<file path="src/hdl/ray_triangle_nearest_hit_unit_assert.svh">
// Assertion macros used by the nearest hit unit's top-level RTL file.
`ifndef RAY_TRIANGLE_NEAREST_HIT_UNIT_ASSERT_SVH
`define RAY_TRIANGLE_NEAREST_HIT_UNIT_ASSERT_SVH

// Same-cycle implication, sampled on clock, off during reset.
`define RTNH_ASSERT_SAME(lbl, ante, cons, msg) \
   lbl: assert property (@(posedge clock) disable iff (reset) (ante) |-> (cons)) \
      else $error(msg);

// Next-cycle implication, sampled on clock, off during reset.
`define RTNH_ASSERT_NEXT(lbl, ante, cons, msg) \
   lbl: assert property (@(posedge clock) disable iff (reset) (ante) |=> (cons)) \
      else $error(msg);

`endif

</file>
<file path="src/hdl/rtnh_pkg.sv">
// Types, constants and helpers of the ray/triangle nearest hit unit.
package rtnh_pkg;

   // Fixed-point setup
   localparam int FRAC_BITS     = 8;
   localparam int DET_UNIT_BITS = 24;
   localparam int MAX_TRIANGLES = 65536;
   localparam int SCALE_BITS    = 3 * FRAC_BITS;
   localparam int DET_UP = (SCALE_BITS >= DET_UNIT_BITS) ? SCALE_BITS - DET_UNIT_BITS : 0;
   localparam int DET_DN = (SCALE_BITS >= DET_UNIT_BITS) ? 0 : DET_UNIT_BITS - SCALE_BITS;
   localparam logic [24:0] CNT_WRAP = 25'(MAX_TRIANGLES);

   // Datapath widths
   localparam int OP_A_W = 35;
   localparam int OP_B_W = 31;
   localparam int PROD_W = OP_A_W + OP_B_W;
   localparam int ACC_W  = 64;
   localparam int GEO_W  = 52;
   localparam int CRS_W  = 34;
   localparam int NRM_W  = 43;
   localparam int MAG_W  = 42;
   localparam int DIV_W  = 56;

   typedef enum logic [1:0] {
      CSR_RAY_ORIGIN,
      CSR_RAY_DIRECTION,
      CSR_MAX_DISTANCE,
      CSR_MIN_DETERMINANT
   } csr_index_type;

   typedef struct packed {
      logic        last_triangle;
      logic [47:0] normal_two;
      logic [47:0] normal_one;
      logic [47:0] normal_zero;
      logic [47:0] vertex_two;
      logic [47:0] vertex_one;
      logic [47:0] vertex_zero;
   } req_type;

   typedef struct packed {
      logic        done_res;
      logic [15:0] hit_index;
      logic [47:0] hit_normal;
      logic [47:0] hit_point;
      logic [31:0] hit_distance;
      logic        hit;
   } rsp_type;

   typedef enum logic [4:0] {
      DST_P0, DST_P1, DST_P2,
      DST_Q0, DST_Q1, DST_Q2,
      DST_A, DST_U, DST_V, DST_T,
      DST_C0, DST_C1, DST_C2,
      DST_PT0, DST_PT1, DST_PT2,
      DST_L2
   } dest_type;

   // Tag that travels with a product through the multiplier
   typedef struct packed {
      logic     valid;
      logic     first;
      logic     last;
      logic     neg;
      dest_type dest;
   } mul_tag_type;

   typedef enum logic {
      MODE_DIV,
      MODE_SQRT
   } div_mode_type;

   typedef struct packed {
      logic              start;
      div_mode_type      mode;
      logic [DIV_W-1:0]  r_init;
      logic [63:0]       lo;
      logic [DIV_W-1:0]  divisor;
      logic [5:0]        steps;
   } div_cmd_type;

   typedef struct packed {
      logic        busy;
      logic        done;
      logic [31:0] quotient;
   } div_stat_type;

   typedef enum logic [3:0] {
      ST_IDLE,
      ST_GEOM,
      ST_CHECK,
      ST_DIVT,
      ST_WAITT,
      ST_SELECT,
      ST_POINT,
      ST_WSHIFT,
      ST_NMUL,
      ST_MSHIFT,
      ST_LEN,
      ST_SQRT,
      ST_WAITS,
      ST_DIVN,
      ST_WAITN,
      ST_END
   } state_type;

   // Cull threshold on the determinant's scale, rounded up when coarser
   function automatic logic [63:0] cull_threshold(input logic [15:0] m);
      logic [63:0] wide;
      wide = {48'b0, m};
      if (SCALE_BITS >= DET_UNIT_BITS)
         return wide << DET_UP;
      else
         return (wide + ((64'd1 << DET_DN) - 64'd1)) >> DET_DN;
   endfunction

   // Signed component i of a packed vector
   function automatic logic signed [15:0] comp(input logic [47:0] w, input logic [1:0] i);
      return signed'(w[16*i +: 16]);
   endfunction

endpackage

</file>
<file path="src/hdl/rtnh_mul.sv">
// Shared signed multiplier with a registered product and tag.
module rtnh_mul (
   input  logic                                 clock,
   input  logic                                 reset,
   input  logic signed [rtnh_pkg::OP_A_W-1:0]   op_a,
   input  logic signed [rtnh_pkg::OP_B_W-1:0]   op_b,
   input  rtnh_pkg::mul_tag_type                tag_in,
   output logic signed [rtnh_pkg::PROD_W-1:0]   prod_ff,
   output rtnh_pkg::mul_tag_type                tag_ff
);
   import rtnh_pkg::*;

   logic signed [PROD_W-1:0] prod_in;

   // Form the full product
   assign prod_in = PROD_W'(op_a) * PROD_W'(op_b);

   // Register product and tag
   always_ff @(posedge clock) begin
      prod_ff <= prod_in;
      if (reset) begin
         tag_ff <= '0;
      end else begin
         tag_ff <= tag_in;
      end
   end

endmodule

</file>
<file path="config.mk">
export PLATFORM = sky130hd
export DESIGN_NAME = rtnh_mul
export DESIGN_NICKNAME = d
export VERILOG_FILES = /design/src/hdl/ray_triangle_nearest_hit_unit_assert.svh /design/src/hdl/rtnh_pkg.sv /design/src/hdl/rtnh_mul.sv
export SDC_FILE = /design/constraint.sdc
export NUM_CORES = 2
export LEC_CHECK = 0
export BUFFER_PORTS_ARGS = -buffer_cell sky130_fd_sc_hd__buf_4
export CELL_PAD_IN_SITES_DETAIL_PLACEMENT = 0
export CELL_PAD_IN_SITES_GLOBAL_PLACEMENT = 1
export CORE_MARGIN = 3
export CORE_UTILIZATION = 52
export CTS_CLUSTER_SIZE = 28
export DETAILED_ROUTE_END_ITERATION = 6
export PLACE_DENSITY = 0.95
export SLEW_MARGIN = 30
export SYNTH_ARGS = -nofsm -noshare
export SYNTH_HDL_FRONTEND = slang
export SYNTH_SLANG_ARGS = --single-unit
</file>
<file path="constraint.sdc">
create_clock -name clock -period 10.2 [get_ports clock]
set_clock_uncertainty 0.15 [all_clocks]
set_input_delay 0.51 -clock clock [delete_from_list [all_inputs] [get_ports clock]]
set_output_delay 0.51 -clock clock [all_outputs]
set_load 0.05 [all_outputs]
</file>
==> flow_results.org <==
** Clock network
- Buffers inserted during clock tree synthesis total 9.
- The number of hold buffers added after CTS was 0.
- Clock buffer depth :: 2
- After clock tree synthesis, the repair step resized 0 gates.
- Post-CTS setup repair buffer count :: 0
- After clock tree synthesis, the clock-pin slew on the worst setup and hold paths is 0.08 ns.
- TritonCTS built the clock tree.
- The H-tree was split into 3 levels.
- Count of clock tree sinks :: 75
- The cell sitting at the root of the clock tree is a clkbuf_16.

** Timing
- The final critical path takes up 83.1% of the cycle.
- The max-slew violation count is 0.
- The final count of hold timing violations was 0.
- On the final layout, the worst hold slack is 0.181 ns.
- Number of setup violations in the final report :: 0
- Setup repair after global routing missed its margin :: no
- For the pin with the worst max-slew slack, the measured transition is 0.870 ns.
- Min Clock Period, post-route :: 8.48 ns
- For this run, the top clock speed supported by timing is 118 MHz.
- Sum Neg Setup Slack :: 0 ns
- Worst slew margin :: 41.9%

** Cells and area
- In the layout the commonest cells are inv_1 (1181), fa_1 (1134), nand2_1 (555), and2_1 (531), ha_1 (190).
- Relative to the synthesized area, the layout overhead comes to 4.77%.
- The layout has 6738 filler cells.
- Register Area :: 1500 um^2
- With fillers left out, the area of the finished cells amounts to 41900 um^2.
- Most common cell after layout, fill and taps aside :: inv_1
- In the final layout, the share of cells above drive strength 1 is 4.39%.
- After the last flow step, the layout net total stands at 5655.
- Once layout is complete, the cells apart from fillers number 5291.
- Multi-input gate area in the final layout :: 33200 um^2

** Global route
- In the global route stage, met1 resource usage came out at 32.1%.
- Residual overflow from global routing :: 0
- Number of global-route vias before repair :: 32638
- Global routing used 28.0% of the available tracks across all layers.
- The number of antenna violations at the first check in global routing came to 5.
- Wire length of the first global-routing pass :: 175 mm
- Global routing used 4.50% of the available met3 tracks.
- Met2 track demand over resource in global routing :: 50.6%
- Most heavily used metal layer in global routing :: met2
- Entering global routing, the biggest net connects 36 pins.

** Floorplan
- The die covers 80400 um^2.
- In this run the vertical extent of the chip is 283 um.
- Row Count :: 101
- Initial core utilization :: 52.6%
- 152 I/O pins were placed.
- The floorplan step set the die width to 283 um.
- The total area inside the core boundary comes to 76100 um^2.

** Job
- Max cap viols :: 0

** Critical path
- STA classifies the critical path startpoint as an input port.
- Among all stages on the critical path, the largest delay is contributed by fa_1.
- The setup path with the least slack is of type in2reg.
- Worst-path fanout max :: 35
- On the worst path, the slowest cell contributes a delay of 0.90 ns.
- Data on the critical path arrives at its endpoint at 8.62 ns.
- The worst setup path is captured at a register.
- Required time at the endpoint of the critical path :: 10.34 ns

** Min path
- The path class of the tightest hold or removal check is in2reg.

** Route
- The pre-antenna-repair detailed-routing pass consisted of 7 iterations.
- The first routing iteration left 1580 violations.
- Dividing the detail-routed wire length by the instance count gives 20.1 um.
- Across all layers, the routed design uses 28391 vias.
- Number of antenna-violating nets in the routed design :: 0
- Remaining routing DRC violations :: 0
- Wires add up to 106 mm.
- Using the TritonRoute via totals, the vias-per-cell ratio works out to 5.37.

** Outcome
- Status :: completed

** Logic synthesis
- For this run, the number of Yosys warnings is 0.
- Post-synth net total :: 5719
- In this run, synthesis inferred 0 flip-flops with an integrated enable.
- Post-Syn Area :: 40000 um^2
- Number of synthesized register bits :: 75
- Each instance of the synthesized netlist takes up on average 9.27 um^2.
- Distinct cell type count of the synthesized netlist :: 59
- For this run, the leading register cell type out of synthesis is dfxtp_1.
- After synthesis, flip-flops and latches occupy 3.75% of the total area.
- After synthesis, the share of flip-flops with an asynchronous set or reset is 0%.
- Synthesis handed over a netlist of 4318 instances.

** Placed design
- Summing all placed instances gives a cell area of 41600 um^2.
- Once placement completed, the tool counted placed cells totaling 5273.
- Final estimated routing congestion in global placement :: 0.910
- Input and output buffers added on the ports amount to 151.
- After legalization and detailed placement, the total HPWL measured 81.3 mm.
-- metrics by stage --
stage	util, %	setup WS (ns)
2_1_floorplan	-	2.16
3_3_place_gp	54.7	1.49
3_5_place_dp	54.7	1.33
4_1_cts	55.1	1.74
5_1_grt	55.1	1.27
6_report	55.1	1.72
-- critical path: cells and delay by family --
family                     cells  cell delay [ns]
xor gates and xnor gates       1             0.11
buffers and inverters          9             1.43
adders and majority gates      9             4.94
and+or+nand+nor                4             1.11
AOI/OAI and AO/OA              3             0.48
-- synth_stat cells (3+ instances only) --
cell         n  share of area, %
xor2_1      22              0.48
nor2b_1     12              0.19
fa_1      1134                57
and2_1     531               8.3
o211ai_1     4             0.075
a31oi_1      9              0.14
buf_2        3             0.037
nand4_1     14              0.22
xnor2_1     47               1.0
nand2b_1    14              0.22
dfxtp_1     75               3.8
a21oi_2      3             0.066
o21ai_2      3             0.066
o21ai_0     34              0.43
nor3_1       7             0.087
nor2_1      66              0.62
o21bai_1    15              0.28
o21a_1       8              0.15
nand2_1    555               5.2
and3_1       6             0.094
clkbuf_1   222               2.1
a21o_1      31              0.58
a21oi_1     68              0.85
inv_1     1181                11
a211oi_1     3             0.056
a211o_1      3             0.066
ha_1       190               5.9
nand3_1     15              0.19
nand3b_1     3             0.056
-- layer usage --
metal | part of all wire, % | routed length, um | vias to the layer above
li1 | - | - | 11984
met1 | 35 | 37000 | 14834
met2 | 52 | 55100 | 1201
met3 | 7.2 | 7680 | 370
met4 | 6.1 | 6450 | 2
met5 | 0.014 | 15 | -
-- layout make-up --
cell class | count | share of cell area [%]
Multi-Input combinational cell | 2834 | 79.2
Inverter | 1182 | 10.6
Sequential cell | 75 | 3.58
Tap cell | 1030 | 3.07
Timing Repair Buffer | 152 | 2.72
Clock buffer | 9 | 0.537
Clock inverter | 7 | 0.254
Antenna cell | 2 | 0.0119
-- final timing paths --
kind,from,end,cells after the start
setup / recovery,op_b[4],prod_ff[65],26
hold / removal,tag_in[8],tag_ff[8],2
-- sequential cells by signal, indices dropped and copies added, names as in the netlist --
register  cells
tag_ff        9
prod_ff      66
-- cells by family (layout without fill, tap and decap cells) --
family                   after synthesis  count (layout)  share of synthesized area (%)
AO/OA/AOI/OAI                        206             206                           3.45
XOR/XNOR                              69              69                           1.51
adder cells (fa/ha/maj)             1324            1324                           62.6
buffers and inverters               1409            1350                           13.2
flip-flops                            75              75                           3.75
multiplexers                           1               1                         0.0250
other                                  0               2                              0
AND/OR/NAND/NOR                     1234            1234                           15.4
Power is left out: the tool's default activity adds up to more than one toggle a clock period on the data nets, which glitch-free logic cannot reach.
