### src/hdl/ray_triangle_nearest_hit_unit_assert.svh
// Assertion macros used by the nearest hit unit's top-level RTL file.
`ifndef RAY_TRIANGLE_NEAREST_HIT_UNIT_ASSERT_SVH
`define RAY_TRIANGLE_NEAREST_HIT_UNIT_ASSERT_SVH

// Same-cycle implication, sampled on clock, off during reset.
`define RTNH_ASSERT_SAME(lbl, ante, cons, msg) \
   lbl: assert property (@(posedge clock) disable iff (reset) (ante) |-> (cons)) \
      else $error(msg);

// Next-cycle implication, sampled on clock, off during reset.
`define RTNH_ASSERT_NEXT(lbl, ante, cons, msg) \
   lbl: assert property (@(posedge clock) disable iff (reset) (ante) |=> (cons)) \
      else $error(msg);

`endif

### src/hdl/rtnh_pkg.sv
// Types, constants and helpers of the ray/triangle nearest hit unit.
package rtnh_pkg;

   // Fixed-point setup
   localparam int FRAC_BITS     = 8;
   localparam int DET_UNIT_BITS = 24;
   localparam int MAX_TRIANGLES = 65536;
   localparam int SCALE_BITS    = 3 * FRAC_BITS;
   localparam int DET_UP = (SCALE_BITS >= DET_UNIT_BITS) ? SCALE_BITS - DET_UNIT_BITS : 0;
   localparam int DET_DN = (SCALE_BITS >= DET_UNIT_BITS) ? 0 : DET_UNIT_BITS - SCALE_BITS;
   localparam logic [24:0] CNT_WRAP = 25'(MAX_TRIANGLES);

   // Datapath widths
   localparam int OP_A_W = 35;
   localparam int OP_B_W = 31;
   localparam int PROD_W = OP_A_W + OP_B_W;
   localparam int ACC_W  = 64;
   localparam int GEO_W  = 52;
   localparam int CRS_W  = 34;
   localparam int NRM_W  = 43;
   localparam int MAG_W  = 42;
   localparam int DIV_W  = 56;

   typedef enum logic [1:0] {
      CSR_RAY_ORIGIN,
      CSR_RAY_DIRECTION,
      CSR_MAX_DISTANCE,
      CSR_MIN_DETERMINANT
   } csr_index_type;

   typedef struct packed {
      logic        last_triangle;
      logic [47:0] normal_two;
      logic [47:0] normal_one;
      logic [47:0] normal_zero;
      logic [47:0] vertex_two;
      logic [47:0] vertex_one;
      logic [47:0] vertex_zero;
   } req_type;

   typedef struct packed {
      logic        done_res;
      logic [15:0] hit_index;
      logic [47:0] hit_normal;
      logic [47:0] hit_point;
      logic [31:0] hit_distance;
      logic        hit;
   } rsp_type;

   typedef enum logic [4:0] {
      DST_P0, DST_P1, DST_P2,
      DST_Q0, DST_Q1, DST_Q2,
      DST_A, DST_U, DST_V, DST_T,
      DST_C0, DST_C1, DST_C2,
      DST_PT0, DST_PT1, DST_PT2,
      DST_L2
   } dest_type;

   // Tag that travels with a product through the multiplier
   typedef struct packed {
      logic     valid;
      logic     first;
      logic     last;
      logic     neg;
      dest_type dest;
   } mul_tag_type;

   typedef enum logic {
      MODE_DIV,
      MODE_SQRT
   } div_mode_type;

   typedef struct packed {
      logic              start;
      div_mode_type      mode;
      logic [DIV_W-1:0]  r_init;
      logic [63:0]       lo;
      logic [DIV_W-1:0]  divisor;
      logic [5:0]        steps;
   } div_cmd_type;

   typedef struct packed {
      logic        busy;
      logic        done;
      logic [31:0] quotient;
   } div_stat_type;

   typedef enum logic [3:0] {
      ST_IDLE,
      ST_GEOM,
      ST_CHECK,
      ST_DIVT,
      ST_WAITT,
      ST_SELECT,
      ST_POINT,
      ST_WSHIFT,
      ST_NMUL,
      ST_MSHIFT,
      ST_LEN,
      ST_SQRT,
      ST_WAITS,
      ST_DIVN,
      ST_WAITN,
      ST_END
   } state_type;

   // Cull threshold on the determinant's scale, rounded up when coarser
   function automatic logic [63:0] cull_threshold(input logic [15:0] m);
      logic [63:0] wide;
      wide = {48'b0, m};
      if (SCALE_BITS >= DET_UNIT_BITS)
         return wide << DET_UP;
      else
         return (wide + ((64'd1 << DET_DN) - 64'd1)) >> DET_DN;
   endfunction

   // Signed component i of a packed vector
   function automatic logic signed [15:0] comp(input logic [47:0] w, input logic [1:0] i);
      return signed'(w[16*i +: 16]);
   endfunction

endpackage

### src/hdl/rtnh_divsqrt.sv
// Shared restoring divide and digit-by-digit square root, one bit per cycle.
module rtnh_divsqrt (
   input  logic                  clock,
   input  logic                  reset,
   input  rtnh_pkg::div_cmd_type cmd,
   output rtnh_pkg::div_stat_type stat
);
   import rtnh_pkg::*;

   logic             busy_ff, busy_in;
   logic             done_ff, done_in;
   div_mode_type     mode_ff, mode_in;
   logic [DIV_W-1:0] r_ff, r_in;
   logic [DIV_W-1:0] d_ff, d_in;
   logic [63:0]      lo_ff, lo_in;
   logic [31:0]      q_ff, q_in;
   logic [5:0]       cnt_ff, cnt_in;
   logic [DIV_W-1:0] x_op, y_op;
   logic [DIV_W:0]   diff;
   logic             ge;

   // Pick trial operands for the current mode
   always_comb begin
      if (mode_ff == MODE_DIV) begin
         x_op = {r_ff[DIV_W-2:0], lo_ff[63]};
         y_op = d_ff;
      end else begin
         x_op = {r_ff[DIV_W-3:0], lo_ff[63:62]};
         y_op = {22'b0, q_ff, 2'b01};
      end
      diff = {1'b0, x_op} - {1'b0, y_op};
      ge   = !diff[DIV_W];
   end

   // Load on start, then retire one quotient or root bit a cycle
   always_comb begin
      busy_in = busy_ff;
      done_in = 1'b0;
      mode_in = mode_ff;
      r_in    = r_ff;
      d_in    = d_ff;
      lo_in   = lo_ff;
      q_in    = q_ff;
      cnt_in  = cnt_ff;
      if (cmd.start) begin
         busy_in = 1'b1;
         mode_in = cmd.mode;
         r_in    = cmd.r_init;
         d_in    = cmd.divisor;
         lo_in   = cmd.lo;
         q_in    = '0;
         cnt_in  = cmd.steps;
      end else if (busy_ff) begin
         r_in   = ge ? diff[DIV_W-1:0] : x_op;
         q_in   = {q_ff[30:0], ge};
         lo_in  = (mode_ff == MODE_DIV) ? {lo_ff[62:0], 1'b0} : {lo_ff[61:0], 2'b00};
         cnt_in = cnt_ff - 6'd1;
         if (cnt_ff == 6'd1) begin
            busy_in = 1'b0;
            done_in = 1'b1;
         end
      end
   end

   always_ff @(posedge clock) begin
      mode_ff <= mode_in;
      r_ff    <= r_in;
      d_ff    <= d_in;
      lo_ff   <= lo_in;
      q_ff    <= q_in;
      cnt_ff  <= cnt_in;
      if (reset) begin
         busy_ff <= 1'b0;
         done_ff <= 1'b0;
      end else begin
         busy_ff <= busy_in;
         done_ff <= done_in;
      end
   end

   assign stat.busy     = busy_ff;
   assign stat.done     = done_ff;
   assign stat.quotient = q_ff;

endmodule

### config.mk
export PLATFORM = sky130hd
export DESIGN_NAME = rtnh_divsqrt
export DESIGN_NICKNAME = d
export VERILOG_FILES = /design/src/hdl/ray_triangle_nearest_hit_unit_assert.svh /design/src/hdl/rtnh_pkg.sv /design/src/hdl/rtnh_divsqrt.sv
export SDC_FILE = /design/constraint.sdc
export NUM_CORES = 1
export LEC_CHECK = 0
export ABC_CLOCK_PERIOD_IN_PS = 6240
export BUFFER_PORTS_ARGS = -buffer_cell sky130_fd_sc_hd__buf_2
export CORE_MARGIN = 1.5
export CORE_UTILIZATION = 59
export CTS_BUF_LIST = sky130_fd_sc_hd__clkbuf_4
export CTS_CLUSTER_SIZE = 24
export DETAILED_ROUTE_END_ITERATION = 8
export GPL_TIMING_DRIVEN = 0
export HOLD_SLACK_MARGIN = 0.1
export MAX_ROUTING_LAYER = met4
export PLACE_DENSITY = 0.83
export SYNTH_ARGS = -nofsm -noshare
export SYNTH_HDL_FRONTEND = slang
export SYNTH_SLANG_ARGS = --single-unit
### constraint.sdc
create_clock -name clock -period 6.24 [get_ports clock]
set_clock_uncertainty 0.2 [all_clocks]
set_input_delay 0.312 -clock clock [delete_from_list [all_inputs] [get_ports clock]]
set_output_delay 0.312 -clock clock [all_outputs]
set_load 0.03 [all_outputs]
==> run summary <==
Ratio of cells with drive above 1 in the final layout: 0.2338
Final hold slack: 0.1250 ns
MaxCap Viol Count: 0
Routability cong.: 0.9700
Setup crit start kind: flop
Critical path type: flop to flop
Most common library cell in the layout ignoring fill and taps: buf_2
Seq cells post-synth: 216
Worst-Margin Slew: 1.036 ns
Total number of H-tree levels: 2
Core Box Area: 22710 um2
Sequential power share: 0.306
Routed vias: 13000
Fin crit period: 5.982 ns
Vias per inst: 6.106
Yosys warnings: 0
Fin nets: 2039
Vias in the first global route: 13270
Final Cycle Share: 0.9587
Logic pwr share: 0.483
Largest stage delay, worst path: 0.80 ns
Sw Share: 0.3977
Clock power share: 0.211
Final WL: 45870 um
Tightest Hold Check Type: primary input to flop
Root Driver: clkbuf_4
VDD IR max: 0.2012 mV
Overflow after GRT: 0
CTS tree: done
Post-DRT Antenna Nets: 0
EDFF count, synth: 182
Final setup viols: 0
Distinct cells, synth: 69
Synth-to-layout area growth: 31.15%
Leak Pwr: 7.635 nW
Switch Pwr: 2.569 mW
Gr usage total: 0.3877
Port Buffers: 218
Relative slew slack: 0.3094
CP Cell Sequence: clkdlybuf4s15_1, clkbuf_2, mux2_2, ha_1, a2111oi_0, o21ai_1, nand4_1, o31ai_4, a211oi_2, a21o_1, a31o_2, buf_2, buf_2, a21oi_1, a2bb2oi_1
Largest net degree at the start of global routing: 60
Max Clk Rate: 167.2 MHz
RSZ-0062 raised after global routing: no
CTS clk-pin slew, worst paths: 0.09 ns
WL/cell: 21.55 um
Row count: 55
Cell family with most CP delay: compound AO/OA/AOI/OAI gates
Sum Neg Setup Slack: 0 ns
Die ar.: 24190 um2
Initial DRC Count: 1126
Pre-antenna DRT Iters: 6
Syn_nets: 1563
Endpoint class of the critical path: flop
Seq/Total Area, Yosys: 0.4477
Longest Clk Path Bufs: 3
Worst-skew pair later-pin latency: 0.73 ns
Antenna violations before repair: 5
Fin. Hold Viols: 0
Crit path buffers/inverters: 4
Effective utilization at floorplan: 0.6045
TritonCTS buffer count: 56
Internal power: 3.892 mW
First-pass GRT wire length: 70100 um
CP Max Fanout: 10
Avg Inst Size Synth: 10.41 um2
Data required, critical path: 6.58 ns
Post-Syn Instances: 1318
Die Y: 155.5 um
Prevailing post-synth register cell: edfxtp_1
DRC errors left: 0
# IOs: 220
Post-DP HPWL: 27440 um
Cell repeated most along the worst path: buf_2
PD cells: 358.9 nW/um2
Die width: 155.5 um
Slowest CP cell: clkdlybuf4s15_1
Status: finished clean
Clock sinks: 216
Asr flop ratio synth: 0
Max Slew Vio Count: 0
WP data arrival: 6.32 ns
Setup bufs post-CTS: 0
Most frequent cells in the layout: buf_2 (224), dlygate4sd3_1 (198), edfxtp_1 (182)
Syn Std Cell Area: 13730 um2
-- timing repair --
action | in CTS | in global routing
endpoints found under the hold margin | 184 | 44
gates resized for setup | 1 | 13
endpoints found under the setup margin | 1 | 45
hold buffers | 197 | 1
-- synthesized netlist by cell type, types with 7 or more instances --
cell | n | area share
nand2b_1 | 26 | 0.012
nor3_1 | 12 | 0.0044
a2bb2oi_1 | 12 | 0.0077
mux2_2 | 76 | 0.062
a21o_1 | 19 | 0.010
mux2i_1 | 153 | 0.11
and3_1 | 10 | 0.0046
buf_1 | 9 | 0.0025
nand2_1 | 129 | 0.035
xor2_1 | 19 | 0.012
a21oi_1 | 96 | 0.035
o21ai_1 | 9 | 0.0033
nor2_1 | 85 | 0.023
o21ai_0 | 103 | 0.038
and2_1 | 10 | 0.0046
dfxtp_1 | 34 | 0.050
clkbuf_1 | 62 | 0.017
xnor2_1 | 27 | 0.017
edfxtp_1 | 182 | 0.40
nand3_1 | 17 | 0.0062
a31oi_1 | 9 | 0.0041
o21bai_1 | 10 | 0.0055
ha_1 | 58 | 0.053
nand4_1 | 16 | 0.0073
inv_1 | 27 | 0.0074
buf_2 | 7 | 0.0026
-- metrics by stage --
step / instance area [um2] / setup WS [ns] / std cells / util / total power [mW]
after global routing: 18000 / 0.1751 / 2129 / 0.7928 / 6.793
after detailed placement: 15230 / 0.1003 / 1823 / 0.6707 / 4.877
after floorplan: 13730 / 1.444 / 1318 / - / 4.176
after CTS: 17960 / 0.1630 / 2123 / 0.7911 / 6.279
final: 18000 / 0.2575 / 2129 / 0.7928 / 6.461
after global placement: 15170 / 0.1069 / 1821 / 0.6682 / 4.799
-- final timing paths --
path	startpoint	endpoint	slack, ns	depth (start not counted)
worst max-delay path	mode_ff	r_ff[52]	0.26	15
worst min-delay path	cmd[60]	d_ff[54]	0.12	2
worst max register to register	mode_ff	r_ff[52]	0.26	15
worst min register to register	q_ff[9]	q_ff[10]	0.36	2
-- cell families (layout without fill, tap and decap cells) --
kind of cell             count (synthesis)  in the layout  synth area share
other                                    0              5                 0
AO/OA/AOI/OAI                          319            319            0.1436
adder cells (fa/ha/maj)                 59             59           0.05433
flip-flops                             216            216            0.4477
XOR/XNOR                                46             46           0.02935
AND/OR/NAND/NOR                        337            337            0.1150
multiplexers                           229            229            0.1739
buffers and inverters                  112            633           0.03609
-- sequential cells by signal (all words and copies together) (netlist names) --
register  flops
lo_ff        64
busy_ff       1
cnt_ff        6
r_ff         55
d_ff         56
done_ff       1
mode_ff       1
q_ff         32
-- per-layer routing --
| layer | share of wire | vias to the layer above | GRT usage |
|---|---|---|---|
| met1 | 0.38 | 6053 | 0.4500 |
| met2 | 0.47 | 827 | 0.6348 |
| met3 | 0.091 | 231 | 0.07083 |
| met4 | 0.060 | 0 | 0.2231 |
| li1 | - | 5889 | - |
| met5 | 0 | - | - |
-- cell type report --
| class | instances | area (um2) |
|---|---|---|
| plain buffers | 85 | 409.1 |
| well taps | 285 | 356.6 |
| flip-flops and latches | 216 | 6146 |
| inverters | 27 | 101.3 |
| fillers | 1420 | 4706 |
| multi-input cells | 990 | 7088 |
| clock buffers | 89 | 668.1 |
| diodes | 5 | 12.51 |
| clock inverters | 14 | 91.34 |
| repair buffers | 418 | 3131 |
-- worst reg2reg max path, cell delays in order, from the launching register on --
cell and delay, ns:
edfxtp_1 0.46, clkdlybuf4s15_1 0.80, clkbuf_2 0.50, mux2_2 0.41, ha_1 0.36, a2111oi_0 0.43
o21ai_1 0.20, nand4_1 0.23, o31ai_4 0.14, a211oi_2 0.47, a21o_1 0.32, a31o_2 0.29
buf_2 0.33, buf_2 0.33, a21oi_1 0.11, a2bb2oi_1 0.21
-- power groups by stage --
stage          combinational [mW]  sequential [mW]  clock, mW
4_1_cts                      3.00             1.96       1.31
6_report                     3.12             1.98       1.36
2_1_floorplan                2.23             1.95          0
3_5_place_dp                 2.88             1.99          0
5_1_grt                      3.37             1.99       1.43
3_3_place_gp                 2.81             1.98          0
Note: power is estimated with default switching activity, not from simulation.
